==> src/rtl/core/jac_pkg.sv <==
// shared constants and types of the joystick axis conditioner
package jac_pkg;

	localparam int NUM_AXES    = 4;
	localparam int NUM_SAMPLES = 5;

	localparam int ADC_W  = 12;
	localparam int AXIS_W = 8;
	localparam int BTN_W  = 7;
	localparam int MASK_W = 4;

	localparam int ADC_MAX  = 4095;
	localparam int AXIS_MAX = 255;
	localparam int MAP_LO_SCALE = 127;
	localparam int MAP_HI_SCALE = 128;
	localparam int MAP_OFFSET   = 127;

	// sample sum and frame count widths follow the frame length
	localparam int SUM_W = $clog2(NUM_SAMPLES * ADC_MAX + 1);
	localparam int CNT_W = $clog2(NUM_SAMPLES + 1);

	// frame average by reciprocal multiply, exact over the full sum range
	localparam int AVG_SHIFT  = $clog2(NUM_SAMPLES * NUM_SAMPLES * ADC_MAX + 1);
	localparam int AVG_RECIP  = ((1 << AVG_SHIFT) + NUM_SAMPLES - 1) / NUM_SAMPLES;
	localparam int AVG_PROD_W = SUM_W + $clog2(AVG_RECIP + 1);

	// avg*255/4095 reduces to avg*17/273, also taken by reciprocal multiply
	localparam int SCALE_NUM    = 17;
	localparam int SCALE_DEN    = 273;
	localparam int SCALE_SHIFT  = 25;
	localparam int SCALE_RECIP  = ((1 << SCALE_SHIFT) + SCALE_DEN - 1) / SCALE_DEN;
	localparam int SCALE_T_W    = $clog2(ADC_MAX * SCALE_NUM + 1);
	localparam int SCALE_PROD_W = SCALE_T_W + $clog2(SCALE_RECIP + 1);

	// serial divider for the center mapping: widest dividend is (r-c)*128,
	// widest divisor is 255
	localparam int DIV_NUM_W = $clog2(AXIS_MAX * MAP_HI_SCALE + 1);
	localparam int DIV_DEN_W = AXIS_W;
	localparam int DIV_CNT_W = $clog2(DIV_NUM_W);

	localparam logic [AXIS_W-1:0] CENTER_RESET    = 8'd127;
	localparam logic [AXIS_W-1:0] PREV_AXIS_RESET = 8'd127;
	localparam logic [AXIS_W-1:0] THRESH_RESET    = 8'd5;
	localparam logic [MASK_W-1:0] INVERT_RESET    = 4'd0;
	localparam logic [BTN_W-1:0]  PREV_BTN_RESET  = 7'h7F;
	// R1, R2, LB, RB and switch
	localparam logic [BTN_W-1:0]  SEND_BTN_MASK   = 7'h73;

	// register map
	localparam int ADDR_W = 5;
	localparam int DATA_W = 32;
	localparam logic [2:0] REG_CENTER_LX = 3'd0;
	localparam logic [2:0] REG_CENTER_LY = 3'd1;
	localparam logic [2:0] REG_CENTER_RX = 3'd2;
	localparam logic [2:0] REG_CENTER_RY = 3'd3;
	localparam logic [2:0] REG_INVERT    = 3'd4;
	localparam logic [2:0] REG_THRESHOLD = 3'd5;

	typedef struct packed {
		logic acc;     // item accepted
		logic last;    // item closes the frame
		logic commit;  // frame result taken into the output register
	} lane_ctrl_t;

	typedef struct packed {
		logic              done;
		logic              exceed;
		logic [AXIS_W-1:0] value;
	} lane_stat_t;

endpackage

==> src/rtl/core/joystick_axis_conditioner_core.sv <==
// joystick axis conditioner top level: config registers, frame control, lanes
// an item that closes a frame starts the lane computation: its sum is registered,
// averaged and scaled by reciprocal multiply, then divided serially per lane
// other items are accepted whenever intake is open
// input is held off from a frame's last item until its result is registered
// reset: asynchronous, active low; centers 127, no invert, threshold 5, sums cleared
module joystick_axis_conditioner_core (
	input  logic                         clk,
	input  logic                         arst_n,
	input  logic                         psel,
	input  logic                         penable,
	input  logic                         pwrite,
	input  logic [jac_pkg::ADDR_W-1:0]   paddr,
	input  logic [jac_pkg::DATA_W-1:0]   pwdata,
	output logic [jac_pkg::DATA_W-1:0]   prdata,
	output logic                         pready,
	input  logic                         in_valid,
	output logic                         in_ready,
	input  logic [jac_pkg::ADC_W-1:0]    sample_lx,
	input  logic [jac_pkg::ADC_W-1:0]    sample_ly,
	input  logic [jac_pkg::ADC_W-1:0]    sample_rx,
	input  logic [jac_pkg::ADC_W-1:0]    sample_ry,
	input  logic [jac_pkg::BTN_W-1:0]    button_bits,
	output logic                         out_valid,
	input  logic                         out_ready,
	output logic [jac_pkg::AXIS_W-1:0]   axis_lx,
	output logic [jac_pkg::AXIS_W-1:0]   axis_ly,
	output logic [jac_pkg::AXIS_W-1:0]   axis_rx,
	output logic [jac_pkg::AXIS_W-1:0]   axis_ry,
	output logic [jac_pkg::BTN_W-1:0]    buttons_out,
	output logic                         send_flag
);

	localparam logic S_ACC = 1'b0;
	localparam logic S_RUN = 1'b1;

	logic                                               state_q;
	logic [jac_pkg::CNT_W-1:0]                          cnt_q;
	logic [jac_pkg::NUM_AXES-1:0][jac_pkg::AXIS_W-1:0]  center_q;
	logic [jac_pkg::MASK_W-1:0]                         invert_q;
	logic [jac_pkg::AXIS_W-1:0]                         thresh_q;

	logic                                               wr_en;
	logic [2:0]                                         reg_idx;
	logic                                               accept;
	logic                                               last;
	logic                                               all_done;
	logic                                               load;
	jac_pkg::lane_ctrl_t                                ctrl;
	jac_pkg::lane_stat_t [jac_pkg::NUM_AXES-1:0]        lane_stat;
	logic [jac_pkg::NUM_AXES-1:0][jac_pkg::ADC_W-1:0]   samples;
	logic [jac_pkg::NUM_AXES-1:0][jac_pkg::AXIS_W-1:0]  axes;
	logic [jac_pkg::NUM_AXES-1:0]                       lane_done;

	// register port
	assign pready  = 1'b1;
	assign wr_en   = psel && penable && pwrite;
	assign reg_idx = paddr[4:2];

	always_ff @(posedge clk or negedge arst_n) begin
		if (!arst_n) begin
			for (int i = 0; i < jac_pkg::NUM_AXES; i++) begin
				center_q[i] <= jac_pkg::CENTER_RESET;
			end
			invert_q <= jac_pkg::INVERT_RESET;
			thresh_q <= jac_pkg::THRESH_RESET;
		end else if (wr_en) begin
			case (reg_idx)
				jac_pkg::REG_CENTER_LX: center_q[0] <= pwdata[jac_pkg::AXIS_W-1:0];
				jac_pkg::REG_CENTER_LY: center_q[1] <= pwdata[jac_pkg::AXIS_W-1:0];
				jac_pkg::REG_CENTER_RX: center_q[2] <= pwdata[jac_pkg::AXIS_W-1:0];
				jac_pkg::REG_CENTER_RY: center_q[3] <= pwdata[jac_pkg::AXIS_W-1:0];
				jac_pkg::REG_INVERT:    invert_q    <= pwdata[jac_pkg::MASK_W-1:0];
				jac_pkg::REG_THRESHOLD: thresh_q    <= pwdata[jac_pkg::AXIS_W-1:0];
				default: begin
				end
			endcase
		end
	end

	always_comb begin
		case (reg_idx)
			jac_pkg::REG_CENTER_LX: prdata = jac_pkg::DATA_W'(center_q[0]);
			jac_pkg::REG_CENTER_LY: prdata = jac_pkg::DATA_W'(center_q[1]);
			jac_pkg::REG_CENTER_RX: prdata = jac_pkg::DATA_W'(center_q[2]);
			jac_pkg::REG_CENTER_RY: prdata = jac_pkg::DATA_W'(center_q[3]);
			jac_pkg::REG_INVERT:    prdata = jac_pkg::DATA_W'(invert_q);
			jac_pkg::REG_THRESHOLD: prdata = jac_pkg::DATA_W'(thresh_q);
			default:                prdata = '0;
		endcase
	end

	// frame control
	assign in_ready = state_q == S_ACC;
	assign accept   = in_valid && in_ready;
	assign last     = cnt_q == jac_pkg::CNT_W'(jac_pkg::NUM_SAMPLES - 1);

	always_comb begin
		for (int i = 0; i < jac_pkg::NUM_AXES; i++) begin
			lane_done[i] = lane_stat[i].done;
		end
	end

	assign all_done = &lane_done;
	// result moves into the output register once that one is free
	assign load     = (state_q == S_RUN) && all_done && (!out_valid || out_ready);

	assign ctrl.acc    = accept;
	assign ctrl.last   = last;
	assign ctrl.commit = load;

	always_ff @(posedge clk or negedge arst_n) begin
		if (!arst_n) begin
			state_q <= S_ACC;
			cnt_q   <= '0;
		end else begin
			case (state_q)
				S_ACC: begin
					if (accept) begin
						if (last) begin
							cnt_q   <= '0;
							state_q <= S_RUN;
						end else begin
							cnt_q <= cnt_q + 1'b1;
						end
					end
				end
				S_RUN: begin
					if (load) begin
						state_q <= S_ACC;
					end
				end
				default: begin
					state_q <= S_ACC;
				end
			endcase
		end
	end

	assign samples[0] = sample_lx;
	assign samples[1] = sample_ly;
	assign samples[2] = sample_rx;
	assign samples[3] = sample_ry;

	for (genvar g = 0; g < jac_pkg::NUM_AXES; g++) begin : g_lane
		jac_lane u_lane (
			.clk       (clk),
			.arst_n    (arst_n),
			.ctrl      (ctrl),
			.sample    (samples[g]),
			.center    (center_q[g]),
			.invert    (invert_q[g]),
			.threshold (thresh_q),
			.stat      (lane_stat[g])
		);
	end

	jac_merge u_merge (
		.clk         (clk),
		.arst_n      (arst_n),
		.cap_btn     (accept && last),
		.button_bits (button_bits),
		.load        (load),
		.lane_stat   (lane_stat),
		.out_ready   (out_ready),
		.out_valid   (out_valid),
		.axes        (axes),
		.buttons     (buttons_out),
		.send        (send_flag)
	);

	assign axis_lx = axes[0];
	assign axis_ly = axes[1];
	assign axis_rx = axes[2];
	assign axis_ry = axes[3];

endmodule

==> src/rtl/core/jac_div.sv <==
// restoring serial divider, one quotient bit per cycle
module jac_div (
	input  logic                           clk,
	input  logic                           arst_n,
	input  logic                           start,
	input  logic [jac_pkg::DIV_NUM_W-1:0]  num,
	input  logic [jac_pkg::DIV_DEN_W-1:0]  den,
	output logic                           done,
	output logic [jac_pkg::DIV_NUM_W-1:0]  quo
);

	logic                          busy_q;
	logic                          done_q;
	logic [jac_pkg::DIV_CNT_W-1:0] cnt_q;
	logic [jac_pkg::DIV_NUM_W-1:0] quo_q;
	logic [jac_pkg::DIV_DEN_W-1:0] rem_q;
	logic [jac_pkg::DIV_DEN_W-1:0] den_q;
	logic [jac_pkg::DIV_DEN_W:0]   shifted;
	logic [jac_pkg::DIV_DEN_W:0]   diff;
	logic                          fits;

	assign shifted = {rem_q, quo_q[jac_pkg::DIV_NUM_W-1]};
	assign diff    = shifted - {1'b0, den_q};
	assign fits    = shifted >= {1'b0, den_q};

	always_ff @(posedge clk or negedge arst_n) begin
		if (!arst_n) begin
			busy_q <= 1'b0;
			done_q <= 1'b0;
			cnt_q  <= '0;
		end else begin
			done_q <= 1'b0;
			if (start) begin
				busy_q <= 1'b1;
				cnt_q  <= '0;
			end else if (busy_q) begin
				if (cnt_q == jac_pkg::DIV_CNT_W'(jac_pkg::DIV_NUM_W - 1)) begin
					busy_q <= 1'b0;
					done_q <= 1'b1;
				end
				cnt_q <= cnt_q + 1'b1;
			end
		end
	end

	always_ff @(posedge clk) begin
		if (start) begin
			quo_q <= num;
			den_q <= den;
			rem_q <= '0;
		end else if (busy_q) begin
			quo_q <= {quo_q[jac_pkg::DIV_NUM_W-2:0], fits};
			rem_q <= fits ? diff[jac_pkg::DIV_DEN_W-1:0] : shifted[jac_pkg::DIV_DEN_W-1:0];
		end
	end

	assign done = done_q;
	assign quo  = quo_q;

endmodule

==> src/rtl/core/jac_lane.sv <==
// one axis lane: sample sum, average, scale, center mapping and inversion, change test
module jac_lane (
	input  logic                        clk,
	input  logic                        arst_n,
	input  jac_pkg::lane_ctrl_t         ctrl,
	input  logic [jac_pkg::ADC_W-1:0]   sample,
	input  logic [jac_pkg::AXIS_W-1:0]  center,
	input  logic                        invert,
	input  logic [jac_pkg::AXIS_W-1:0]  threshold,
	output jac_pkg::lane_stat_t         stat
);

	localparam logic [2:0] L_IDLE  = 3'd0;
	localparam logic [2:0] L_AVG   = 3'd1;
	localparam logic [2:0] L_SCALE = 3'd2;
	localparam logic [2:0] L_START = 3'd3;
	localparam logic [2:0] L_MAP   = 3'd4;
	localparam logic [2:0] L_DONE  = 3'd5;

	logic [2:0]                      state_q;
	logic [jac_pkg::SUM_W-1:0]       sum_q;
	logic [jac_pkg::SUM_W-1:0]       sum_next;
	logic [jac_pkg::SUM_W-1:0]       tot_q;
	logic [jac_pkg::ADC_W-1:0]       avg_q;
	logic [jac_pkg::AXIS_W-1:0]      scl_q;
	logic [jac_pkg::AXIS_W-1:0]      prev_q;
	logic [jac_pkg::AXIS_W-1:0]      val_q;
	logic                            lo_q;
	logic                            c255_q;

	logic [jac_pkg::AVG_PROD_W-1:0]   avg_prod;
	logic [jac_pkg::SCALE_T_W-1:0]    scl_t;
	logic [jac_pkg::SCALE_PROD_W-1:0] scl_prod;

	logic                            div_start;
	logic [jac_pkg::DIV_NUM_W-1:0]   div_num;
	logic [jac_pkg::DIV_DEN_W-1:0]   div_den;
	logic                            div_done;
	logic [jac_pkg::DIV_NUM_W-1:0]   div_quo;

	logic [jac_pkg::AXIS_W-1:0]      r;
	logic                            lo;
	logic [jac_pkg::DIV_NUM_W:0]     hi_sum;
	logic [jac_pkg::AXIS_W-1:0]      mapped;
	logic [jac_pkg::AXIS_W-1:0]      vout;
	logic [jac_pkg::AXIS_W-1:0]      delta;

	assign sum_next = sum_q + jac_pkg::SUM_W'(sample);

	// frame average, then avg*255/4095 as avg*17/273
	assign avg_prod = jac_pkg::AVG_PROD_W'(tot_q) * jac_pkg::AVG_PROD_W'(jac_pkg::AVG_RECIP);
	assign scl_t    = jac_pkg::SCALE_T_W'(avg_q) * jac_pkg::SCALE_T_W'(jac_pkg::SCALE_NUM);
	assign scl_prod = jac_pkg::SCALE_PROD_W'(scl_t)
		* jac_pkg::SCALE_PROD_W'(jac_pkg::SCALE_RECIP);

	assign r  = jac_pkg::AXIS_W'(jac_pkg::AXIS_MAX) - scl_q;
	assign lo = r < center;

	always_comb begin
		div_start = state_q == L_START;
		if (lo) begin
			div_num = jac_pkg::DIV_NUM_W'(r) * jac_pkg::DIV_NUM_W'(jac_pkg::MAP_LO_SCALE);
			div_den = jac_pkg::DIV_DEN_W'(center);
		end else begin
			div_num = jac_pkg::DIV_NUM_W'(r - center)
				* jac_pkg::DIV_NUM_W'(jac_pkg::MAP_HI_SCALE);
			div_den = jac_pkg::DIV_DEN_W'(jac_pkg::AXIS_W'(jac_pkg::AXIS_MAX) - center);
		end
	end

	jac_div u_div (
		.clk    (clk),
		.arst_n (arst_n),
		.start  (div_start),
		.num    (div_num),
		.den    (div_den),
		.done   (div_done),
		.quo    (div_quo)
	);

	// final value: lower branch is the quotient, upper adds the center offset (offset alone if center is 255)
	assign hi_sum = {1'b0, div_quo} + (jac_pkg::DIV_NUM_W + 1)'(jac_pkg::MAP_OFFSET);

	always_comb begin
		if (lo_q) begin
			mapped = (div_quo > jac_pkg::DIV_NUM_W'(jac_pkg::AXIS_MAX))
				? jac_pkg::AXIS_W'(jac_pkg::AXIS_MAX) : div_quo[jac_pkg::AXIS_W-1:0];
		end else if (c255_q) begin
			mapped = jac_pkg::AXIS_W'(jac_pkg::MAP_OFFSET);
		end else begin
			mapped = (hi_sum > (jac_pkg::DIV_NUM_W + 1)'(jac_pkg::AXIS_MAX))
				? jac_pkg::AXIS_W'(jac_pkg::AXIS_MAX) : hi_sum[jac_pkg::AXIS_W-1:0];
		end
		vout = invert ? jac_pkg::AXIS_W'(jac_pkg::AXIS_MAX) - mapped : mapped;
	end

	always_ff @(posedge clk or negedge arst_n) begin
		if (!arst_n) begin
			state_q <= L_IDLE;
			sum_q   <= '0;
			prev_q  <= jac_pkg::PREV_AXIS_RESET;
		end else begin
			if (ctrl.acc) begin
				sum_q <= ctrl.last ? '0 : sum_next;
			end
			case (state_q)
				L_IDLE: begin
					if (ctrl.acc && ctrl.last) begin
						state_q <= L_AVG;
					end
				end
				L_AVG: begin
					state_q <= L_SCALE;
				end
				L_SCALE: begin
					state_q <= L_START;
				end
				L_START: begin
					state_q <= L_MAP;
				end
				L_MAP: begin
					if (div_done) begin
						state_q <= L_DONE;
					end
				end
				L_DONE: begin
					if (ctrl.commit) begin
						prev_q  <= val_q;
						state_q <= L_IDLE;
					end
				end
				default: begin
					state_q <= L_IDLE;
				end
			endcase
		end
	end

	always_ff @(posedge clk) begin
		if (state_q == L_IDLE && ctrl.acc && ctrl.last) begin
			tot_q <= sum_next;
		end
		if (state_q == L_AVG) begin
			avg_q <= avg_prod[jac_pkg::AVG_SHIFT +: jac_pkg::ADC_W];
		end
		if (state_q == L_SCALE) begin
			scl_q <= scl_prod[jac_pkg::SCALE_SHIFT +: jac_pkg::AXIS_W];
		end
		if (state_q == L_START) begin
			lo_q   <= lo;
			c255_q <= center == jac_pkg::AXIS_W'(jac_pkg::AXIS_MAX);
		end
		if (state_q == L_MAP && div_done) begin
			val_q <= vout;
		end
	end

	assign delta = (val_q > prev_q) ? val_q - prev_q : prev_q - val_q;

	assign stat.done   = state_q == L_DONE;
	assign stat.exceed = delta > threshold;
	assign stat.value  = val_q;

endmodule

==> src/rtl/core/jac_merge.sv <==
// merge of lane results with the button test into the output register
module jac_merge (
	input  logic                                          clk,
	input  logic                                          arst_n,
	input  logic                                          cap_btn,
	input  logic [jac_pkg::BTN_W-1:0]                     button_bits,
	input  logic                                          load,
	input  jac_pkg::lane_stat_t [jac_pkg::NUM_AXES-1:0]   lane_stat,
	input  logic                                          out_ready,
	output logic                                          out_valid,
	output logic [jac_pkg::NUM_AXES-1:0][jac_pkg::AXIS_W-1:0] axes,
	output logic [jac_pkg::BTN_W-1:0]                     buttons,
	output logic                                          send
);

	logic                                               out_valid_q;
	logic [jac_pkg::BTN_W-1:0]                          btn_q;
	logic [jac_pkg::BTN_W-1:0]                          prev_btn_q;
	logic [jac_pkg::NUM_AXES-1:0][jac_pkg::AXIS_W-1:0]  axes_q;
	logic [jac_pkg::BTN_W-1:0]                          btns_q;
	logic                                               send_q;
	logic [jac_pkg::NUM_AXES-1:0]                       exceed;
	logic                                               btn_change;

	always_comb begin
		for (int i = 0; i < jac_pkg::NUM_AXES; i++) begin
			exceed[i] = lane_stat[i].exceed;
		end
	end

	assign btn_change = ((btn_q ^ prev_btn_q) & jac_pkg::SEND_BTN_MASK) != '0;

	always_ff @(posedge clk or negedge arst_n) begin
		if (!arst_n) begin
			out_valid_q <= 1'b0;
			prev_btn_q  <= jac_pkg::PREV_BTN_RESET;
		end else begin
			if (load) begin
				out_valid_q <= 1'b1;
				prev_btn_q  <= btn_q;
			end else if (out_ready) begin
				out_valid_q <= 1'b0;
			end
		end
	end

	always_ff @(posedge clk) begin
		if (cap_btn) begin
			btn_q <= button_bits;
		end
		if (load) begin
			for (int i = 0; i < jac_pkg::NUM_AXES; i++) begin
				axes_q[i] <= lane_stat[i].value;
			end
			btns_q <= btn_q;
			send_q <= (|exceed) || btn_change;
		end
	end

	assign out_valid = out_valid_q;
	assign axes      = axes_q;
	assign buttons   = btns_q;
	assign send      = send_q;

endmodule

==> config.mk <==
export PLATFORM = sky130hd
export DESIGN_NAME = joystick_axis_conditioner_core
export DESIGN_NICKNAME = d
export VERILOG_FILES = /design/src/rtl/core/jac_pkg.sv /design/src/rtl/core/joystick_axis_conditioner_core.sv /design/src/rtl/core/jac_div.sv /design/src/rtl/core/jac_lane.sv /design/src/rtl/core/jac_merge.sv
export SDC_FILE = /design/constraint.sdc
export NUM_CORES = 2
export LEC_CHECK = 0
export BUFFER_PORTS_ARGS = -buffer_cell sky130_fd_sc_hd__clkbuf_2
export CORE_MARGIN = 2
export CORE_UTILIZATION = 65
export CTS_CLUSTER_DIAMETER = 50
export DETAILED_ROUTE_END_ITERATION = 8
export GPL_TIMING_DRIVEN = 0
export PLACE_DENSITY = 0.9
export SYNTH_ARGS = -nofsm -noshare
export SYNTH_HDL_FRONTEND = slang
export SYNTH_SLANG_ARGS = --single-unit
==> constraint.sdc <==
create_clock -name clk -period 18.4 [get_ports clk]
set_clock_uncertainty 0.2 [all_clocks]
set_input_delay 2.76 -clock clk [delete_from_list [all_inputs] [get_ports clk]]
set_output_delay 2.76 -clock clk [all_outputs]
set_load 0.01 [all_outputs]
==> results.json <==
{
  "status": "finished, final reports clean",
  "seq_area_frac_synth_pct": 21.99,
  "fp-row-count": 118,
  "io_pins": 174,
  "top_layer": "met5",
  "layout-drive-gt1-share_pct": 6.178,
  "endpoint_kind": "flip-flop",
  "async_reset_ff_share_pct": 34.15,
  "wl_met3_um": 9946,
  "gp_congestion": 0.9377,
  "syn_avg_cell_area_um2": 10.08,
  "ant_nets": 0,
  "fillCellCount": 6731,
  "nets": 9077,
  "grt_antenna_before_repair": 2,
  "synth_edf_count": 319,
  "yosys.area.top_type": "ha_1",
  "track_usage_pct": 30.03,
  "start_util_pct": 65.36,
  "die_x_um": 326.4,
  "num_vias": 49256,
  "antennaDiodeCount": 0,
  "dpl.hpwl_um": 124900,
  "clk_latency_ns": 0.65,
  "ys_warn_count": 0,
  "dpl-instance-area_um2": 70150,
  "clock_path_buffers": 3,
  "maxSlewHeadroom_pct": 16.99,
  "detail_route.wl_per_cell_um": 18.92,
  "dieArea_um2": 106500,
  "synthFlopType": "edfxtp_1",
  "tightest_slew_ns": 1.242,
  "root_buffer": "clkbuf_16",
  "synth.top_cell.area_share_pct": 25.56,
  "grt_max_degree": 107,
  "critPathRequiredTime_ns": 18.57,
  "crit_slowest_cell": "xor2_1",
  "postCtsHoldBufs": 0,
  "portBuffers": 121,
  "grt_setup_unrepaired": "false",
  "finalHoldViolCount": 0,
  "first_iter_violations": 3423,
  "cts.clk_slew.worst_paths_ns": 0.06,
  "drv_cap": 0,
  "die_h_um": 326.4,
  "area_growth_pct": 7.333,
  "ys_top_cells_by_area": "ha_1, fa_1, edfxtp_1",
  "drc_errors": 0,
  "hp-class": "reg2reg",
  "setup_viol": 0,
  "crit_arrival_ns": 8.84,
  "wirelength_um": 158100,
  "vias_per_cell": 5.895,
  "core_area_um2": 103300,
  "max_stage_delay_ns": 0.74,
  "slew_violations": 0,
  "synth.cell_area_um2": 67550,
  "setup_tns_ns": 0,
  "min_period_over_period_pct": 47.15,
  "ys_types": 92,
  "cts_buffers": 66,
  "grt_pass1_wl_um": 260900,
  "cts_tree": "built",
  "m1WireLength_um": 60470,
  "clock-sinks": 533,
  "postSynthCellCount": 6698,
  "ys_seq_elements": 533,
  "firstDrtPassIters": 5,
  "post_cts_resized": 0,
  "grt_pass1_vias": 53742,
  "overflow": 0,
  "stdcell_area_um2": 72500,
  "postCtsSetupRepairBufs": 0,
  "cp_max_fo": 8,
  "fmax_mhz": 115.3,
  "min_period_ns": 8.676,
  "h-tree-depth": 3,
  "wl_met2_um": 79250,
  "worstSetupStartpointType": "flip-flop",
  "path_class": "reg2reg"
}
## area by class of cell
type                            count  area (um^2)  area share, %
Buffer                            115        549.3         0.7576
Clock buffer                       84         1853          2.556
Clock inverter                     36        480.5         0.6627
Inverter                         1476         5540          7.642
Multi-Input combinational cell   4597        46750          64.48
Sequential cell                   533        14850          20.49
Tap cell                         1380         1727          2.382
Timing Repair Buffer              135        752.0          1.037
## path summary, 6_finish.rpt
path | depth (start not counted) | startpoint | endpoint | slack (ns)
min | 0 | u_merge.btn_q[2] | u_merge.buttons[2] | 0.22
max | 31 | g_lane[2].u_lane.avg_q[1] | g_lane[2].u_lane.scl_q[7] | 9.72
min in group asynchronous | 1 | arst_n | g_lane[0].u_lane.u_div.cnt_q[2] | 1.93
max reg2reg | 31 | g_lane[2].u_lane.avg_q[1] | g_lane[2].u_lane.scl_q[7] | 9.72
max in group asynchronous | 2 | arst_n | g_lane[2].u_lane.state_q[1] | 15.00
min reg2reg | 0 | u_merge.btn_q[2] | u_merge.buttons[2] | 0.22
## metrics by stage
step           utilization (%)  std cells  hold slack (ns)  worst slack, ns
2_1_floorplan                -       6721           0.2003            10.76
3_3_place_gp             67.70       8222           0.2105            10.06
3_5_place_dp             67.88       8235           0.2070            9.774
4_1_cts                  70.14       8355           0.2207            9.744
5_1_grt                  70.15       8356           0.2314            9.219
6_report                 70.15       8356           0.2196            9.724
## flip-flops by register name (all words and copies together) (netlist names), 5 cells and up
signal	count
g_lane.u_lane.scl_q	32
u_merge.prev_btn_q	5
g_lane.u_lane.state_q	12
g_lane.u_lane.avg_q	48
g_lane.u_lane.val_q	32
u_merge.btn_q	7
g_lane.u_lane.prev_q	32
g_lane.u_lane.u_div.cnt_q	16
u_merge.buttons	7
g_lane.u_lane.u_div.den_q	32
u_merge.axes	32
g_lane.u_lane.sum_q	60
g_lane.u_lane.tot_q	60
center_q	32
thresh_q	8
g_lane.u_lane.u_div.quo	60
g_lane.u_lane.u_div.rem_q	32
## cell families after synthesis
group | count (synthesis) | synth area share (%)
compound gates | 1028 | 9.623
fa+ha+maj | 2054 | 45.54
buf+inv | 1591 | 9.015
other cells | 2 | 0.01112
flops | 533 | 21.99
simple gates | 999 | 7.187
xor+xnor | 402 | 5.212
mux | 89 | 1.424
## worst max-delay path, delay by kind of cell, from the launching register on
kind	cells	cell delay [ns]
simple gates	1	0.10
flops	1	0.50
xor+xnor	3	1.06
buf+inv	5	0.45
fa+ha+maj	9	3.29
compound gates	13	2.82
## cell usage in the layout, fill, tap and decap left out, types with 63 or more instances in the layout
cell	n
nor3_1	67
nor2_1	270
clkbuf_16	69
a21o_1	115
inv_1	1472
nand3_1	79
fa_1	674
ha_1	1380
clkbuf_2	120
clkbuf_1	78
xor2_1	137
dfstp_2	63
nand2_1	263
dfrtp_1	119
a21oi_1	285
xnor2_1	265
o21ai_0	286
edfxtp_1	319
## cells in the mapped netlist (13+ instances only)
| master | instances |
|---|---|
| a22o_1 | 44 |
| nand4_1 | 57 |
| a21boi_0 | 20 |
| o21ai_0 | 286 |
| nand2_1 | 263 |
| buf_4 | 25 |
| o22ai_1 | 17 |
| xnor2_1 | 265 |
| nor2b_1 | 62 |
| inv_1 | 1472 |
| edfxtp_1 | 319 |
| nor3_1 | 67 |
| a21o_1 | 115 |
| or3_1 | 20 |
| fa_1 | 674 |
| dfrtp_1 | 119 |
| o21bai_1 | 44 |
| nand2b_1 | 44 |
| dfstp_2 | 63 |
| ha_1 | 1380 |
| mux2i_1 | 50 |
| nor3b_1 | 17 |
| and2_1 | 18 |
| buf_2 | 13 |
| nand3_1 | 79 |
| and3_1 | 32 |
| dfxtp_1 | 32 |
| a21oi_1 | 285 |
| clkbuf_1 | 70 |
| o21a_1 | 37 |
| nand3b_1 | 16 |
| a211oi_1 | 28 |
| xor2_1 | 137 |
| nor2_1 | 270 |
| a31oi_1 | 21 |
| mux2_2 | 37 |
## per-layer routing
layer	vias up	GRT usage, %
met4	2	15.00
li1	22622	-
met5	-	0
met1	24025	35.24
met2	1976	53.48
met3	631	4.651
Power is left out: the tool's default activity adds up to more than one toggle a clock period on the data nets, which glitch-free logic cannot reach.
